==> config.mk <==
export PLATFORM = sky130hd
export DESIGN_NAME = mbh_ctrl
export DESIGN_NICKNAME = d
export VERILOG_FILES = /design/src/sv/mbh_pkg.sv /design/src/sv/mbh_ctrl.sv
export SDC_FILE = /design/constraint.sdc
export NUM_CORES = 1
export LEC_CHECK = 0
export BUFFER_PORTS_ARGS = -buffer_cell sky130_fd_sc_hd__buf_2
export CORE_AREA = 2 2 39 41
export DETAILED_ROUTE_END_ITERATION = 7
export DIE_AREA = 0 0 41 43
export PLACE_DENSITY = 0.65
export SETUP_SLACK_MARGIN = 0.2
export SYNTH_ARGS = -nofsm -noshare
export SYNTH_HDL_FRONTEND = slang
export SYNTH_SLANG_ARGS = --single-unit
==> constraint.sdc <==
create_clock -name clk_i -period 2 [get_ports clk_i]
set_input_delay 0.2 -clock clk_i [delete_from_list [all_inputs] [get_ports clk_i]]
set_output_delay 0.2 -clock clk_i [all_outputs]
set_load 0.1 [all_outputs]
==> src/sv/mbh_pkg.sv <==
`default_nettype none
package mbh_pkg;

  localparam int unsigned IDX_W   = 13;
  localparam int unsigned TIME_W  = 32;
  localparam int unsigned VALUE_W = 32;

  typedef enum logic {
    KIND_APPEND = 1'b0,
    KIND_READ   = 1'b1
  } item_kind_e;

  typedef struct packed {
    item_kind_e                 kind;
    logic [TIME_W-1:0]          sample_time;
    logic signed [VALUE_W-1:0]  sample_value;
    logic [IDX_W-1:0]           read_index;
  } in_item_t;

  typedef struct packed {
    logic [TIME_W-1:0]          entry_time;
    logic signed [VALUE_W-1:0]  entry_value;
    logic [IDX_W-1:0]           stored_count;
    logic                       compacted;
    logic                       restarted;
    logic                       index_bad;
  } out_item_t;

  typedef enum logic [3:0] {
    S_IDLE,
    S_EXEC,
    S_CINIT,
    S_FIRST,
    S_BKT,
    S_SCAN,
    S_EMIT1,
    S_EMIT2,
    S_LAST,
    S_DONE
  } mbh_state_e;

  typedef enum logic [3:0] {
    OP_NONE,
    OP_LATCH,
    OP_EXEC,
    OP_CINIT,
    OP_FIRST,
    OP_BKT_SKIP,
    OP_BKT_START,
    OP_SCAN,
    OP_EMIT1,
    OP_EMIT2,
    OP_LAST,
    OP_RESULT
  } dp_op_e;

  typedef struct packed {
    logic compact_need;  // append under way overflows the history
    logic bkt_done;      // all buckets visited
    logic bkt_empty;     // current bucket has no entries
    logic scan_last;     // entry under scan closes the bucket
    logic emit_two;      // bucket keeps two entries
    logic out_busy;      // result register still holds an untaken result
  } dp_status_t;

endpackage
`default_nettype wire

==> src/sv/mbh_ctrl.sv <==
`default_nettype none
module mbh_ctrl import mbh_pkg::*; (
  input  wire logic       clk_i,
  input  wire logic       rst_ni,
  input  wire logic       in_valid_i,
  output logic            in_ready_o,
  input  wire dp_status_t st_i,
  output dp_op_e          op_o
);

  mbh_state_e state_q, state_d;

  always_ff @(posedge clk_i or negedge rst_ni) begin
    if (!rst_ni) begin
      state_q <= S_IDLE;
    end else begin
      state_q <= state_d;
    end
  end

  always_comb begin
    state_d = state_q;
    case (state_q)
      S_IDLE: begin
        if (in_valid_i) state_d = S_EXEC;
      end
      S_EXEC: begin
        state_d = st_i.compact_need ? S_CINIT : S_DONE;
      end
      S_CINIT: state_d = S_FIRST;
      S_FIRST: state_d = S_BKT;
      S_BKT: begin
        if (st_i.bkt_done) begin
          state_d = S_LAST;
        end else if (!st_i.bkt_empty) begin
          state_d = S_SCAN;
        end
      end
      S_SCAN: begin
        if (st_i.scan_last) state_d = S_EMIT1;
      end
      S_EMIT1: begin
        state_d = st_i.emit_two ? S_EMIT2 : S_BKT;
      end
      S_EMIT2: state_d = S_BKT;
      S_LAST:  state_d = S_DONE;
      S_DONE: begin
        if (!st_i.out_busy) state_d = S_IDLE;
      end
      default: state_d = S_IDLE;
    endcase
  end

  always_comb begin
    op_o       = OP_NONE;
    in_ready_o = 1'b0;
    case (state_q)
      S_IDLE: begin
        in_ready_o = 1'b1;
        if (in_valid_i) op_o = OP_LATCH;
      end
      S_EXEC:  op_o = OP_EXEC;
      S_CINIT: op_o = OP_CINIT;
      S_FIRST: op_o = OP_FIRST;
      S_BKT: begin
        if (st_i.bkt_done) begin
          op_o = OP_NONE;
        end else if (st_i.bkt_empty) begin
          op_o = OP_BKT_SKIP;
        end else begin
          op_o = OP_BKT_START;
        end
      end
      S_SCAN:  op_o = OP_SCAN;
      S_EMIT1: op_o = OP_EMIT1;
      S_EMIT2: op_o = OP_EMIT2;
      S_LAST:  op_o = OP_LAST;
      S_DONE: begin
        if (!st_i.out_busy) op_o = OP_RESULT;
      end
      default: op_o = OP_NONE;
    endcase
  end

endmodule
`default_nettype wire

==> impl_metrics.ini <==
[outcome]
outcome = completed

[floorplanning]
dieArea_mm2 = 0.00176
pin_count = 14
fp.dieH_um = 43
core.rowCount = 14
dieWidth_um = 41
initial_core_util_pct = 31.3
coreArea_mm2 = 0.00138

[cts]
root_buffer = clkbuf_4
cts.sinks = 4
insertion_delay_ns = 0.23
htree_num_levels = 1
cts_tree = built
numCtsBuffers = 3
clk_pin_slew_worst_paths_ns = 0.04
cts_buffer_depth = 2

[setup_path]
startpoint = state_q[0]
critPathCaptureType = primary output
r2r_start = state_q[3]
startpoint_type = flop
critical_path_arrival_ns = 1.56
worst-setup-path-type = reg -> out
crit_required_ns = 1.80
cp_max_fo = 9

[sta]
setup_tns_ns = 0
hold_violations = 0
finClkSkew_ns = 0.000522
final_max_slew_viol_count = 0
worst_slew_pin_slew_ns = 0.483
max_freq_mhz = 570
post-route-period-util_pct = 87.8
post-route-min-period_ns = 1.76
rsz0062_at_grt = yes
slew_headroom_pct = 68.0
setup_viol = 0

[global_route]
grt_util_met1_pct = 21.6
grt_max_degree = 18
antenna_found_initial = 0
met3_usage_pct = 3.14
grt_pass1_vias = 431
grt_pass1_wl_um = 1840
grt.busiest_layer = met2
met2_usage_pct = 21.9
overflow = 0
grt_usage_pct = 15.6

[synthesis]
ys_types = 26
ys_warn_count = 0
syn_area_um2 = 433
syn_nets = 70
ys_seq_elements = 4
ys_seq_area_share_pct = 23.1
synthCells = 61
syn_avg_cell_area_um2 = 7.10
netlist_top_cells_area = dfrtp_1 (23%), o21ai_0 (10%), nor2_1 (7.8%)
synth-async-reset-ratio_pct = 100
yosys.area.top_type_share_pct = 23.1
synth.top_cells.by_count = nor2_1 (9), o21ai_0 (9), dfrtp_1 (4), nand2_1 (4), nor2b_1 (4)
synth_edf_count = 0
synth_top_area_cell = dfrtp_1
synth_ff_type = dfrtp_1

[place]
dp_hpwl_um = 807
numPortBuffers = 13
gp_congestion = 0.764

[job]
drv_cap = 0

[drt]
dr_total_vias = 556
drt-initial-drc-count = 13
drc = 0
wl_um = 1420
drt_pass1_iterations = 4
drtAntennaViolNets = 0
avgViaCountPerCell = 5.15
wl_per_cell_um = 13.1

[finish]
reg_top3 = state_q (4)
layout-drive-gt1-share_pct = 52.2
largest_register_ffs = 4
largest-register = state_q
diodes = 0
nets = 103
area_delta_synth_final_pct = 87.0

[min_path]
min_path_type = in -> async
## per-stage QoR
step / utilization (%) / instances / setup WS [ns] / hold slack [ns] / instance area [um^2]
5_1_grt: 58.5 / 108 / 0.172 / 0.294 / 810
3_3_place_gp: 44.8 / 91 / 0.240 / 0.00495 / 619
4_1_cts: 51.5 / 99 / 0.206 / 0.296 / 713
6_report: 58.5 / 108 / 0.245 / 0.304 / 810
2_1_floorplan: - / 61 / 0.115 / -0.0956 / 483
3_5_place_dp: 44.8 / 91 / 0.238 / 0.00605 / 619
## worst paths after layout
check	cells after the start	slack, ns	to
max	3	0.24	op_o[0]
min	2	0.30	state_q[2]
max reg2reg	8	0.40	state_q[0]
min reg2reg	2	0.59	state_q[3]
max in group asynchronous	2	1.57	state_q[0]
min in group clk_i	4	0.32	state_q[0]
## worst max-delay path, stage by stage, from the launching register on
cell and delay (ns):
dfrtp_2 0.48, or4_4 0.57, nand3_4 0.11, buf_12 0.17
## layout by cell type (no fill, tap or decap), types with 2 or more instances in the layout
master	Yosys	routed
o22a_1	2	2
buf_4	2	15
nor2b_1	4	3
buf_6	1	2
clkbuf_4	0	3
a22oi_1	2	2
buf_2	1	10
nor3_1	3	2
inv_1	2	2
buf_12	0	3
nor2_4	0	2
nor2_1	9	8
and2b_1	2	2
o21ai_0	9	7
nand2_1	4	4
dfrtp_2	0	3
## repair_timing
item | CTS | global route
endpoints found under the setup margin | 3 | 2
resized for setup | 9 | 8
hold endpoints to repair | 4 | 0
hold buffers | 1 | 0
buffers inserted | 4 | 9
pin swaps | 2 | 5
## area by class of cell
class                   count  area, um^2
fillers                   116         574
multi-input cells          51         385
repair buffers             32         270
flip-flops and latches      4         104
clock buffers               3        22.5
well taps                  16        20.0
inverters                   2        7.51
## kinds of logic (layout without fill, tap and decap cells)
family	count (synthesis)	count (layout)	synth area share (%)
compound gates	18	18	26.6
buf+inv	6	37	8.96
flops	4	4	23.1
mux	1	1	2.31
simple gates	32	32	39.0
## layer usage
layer,part of all wire [%],up-vias
li1,-,282
met1,44,256
met2,52,14
met3,2.3,4
met4,1.8,0
met5,0,-
Power is not shown: default switching activity piles up to over one toggle a cycle in this logic, so the estimate is an artifact.
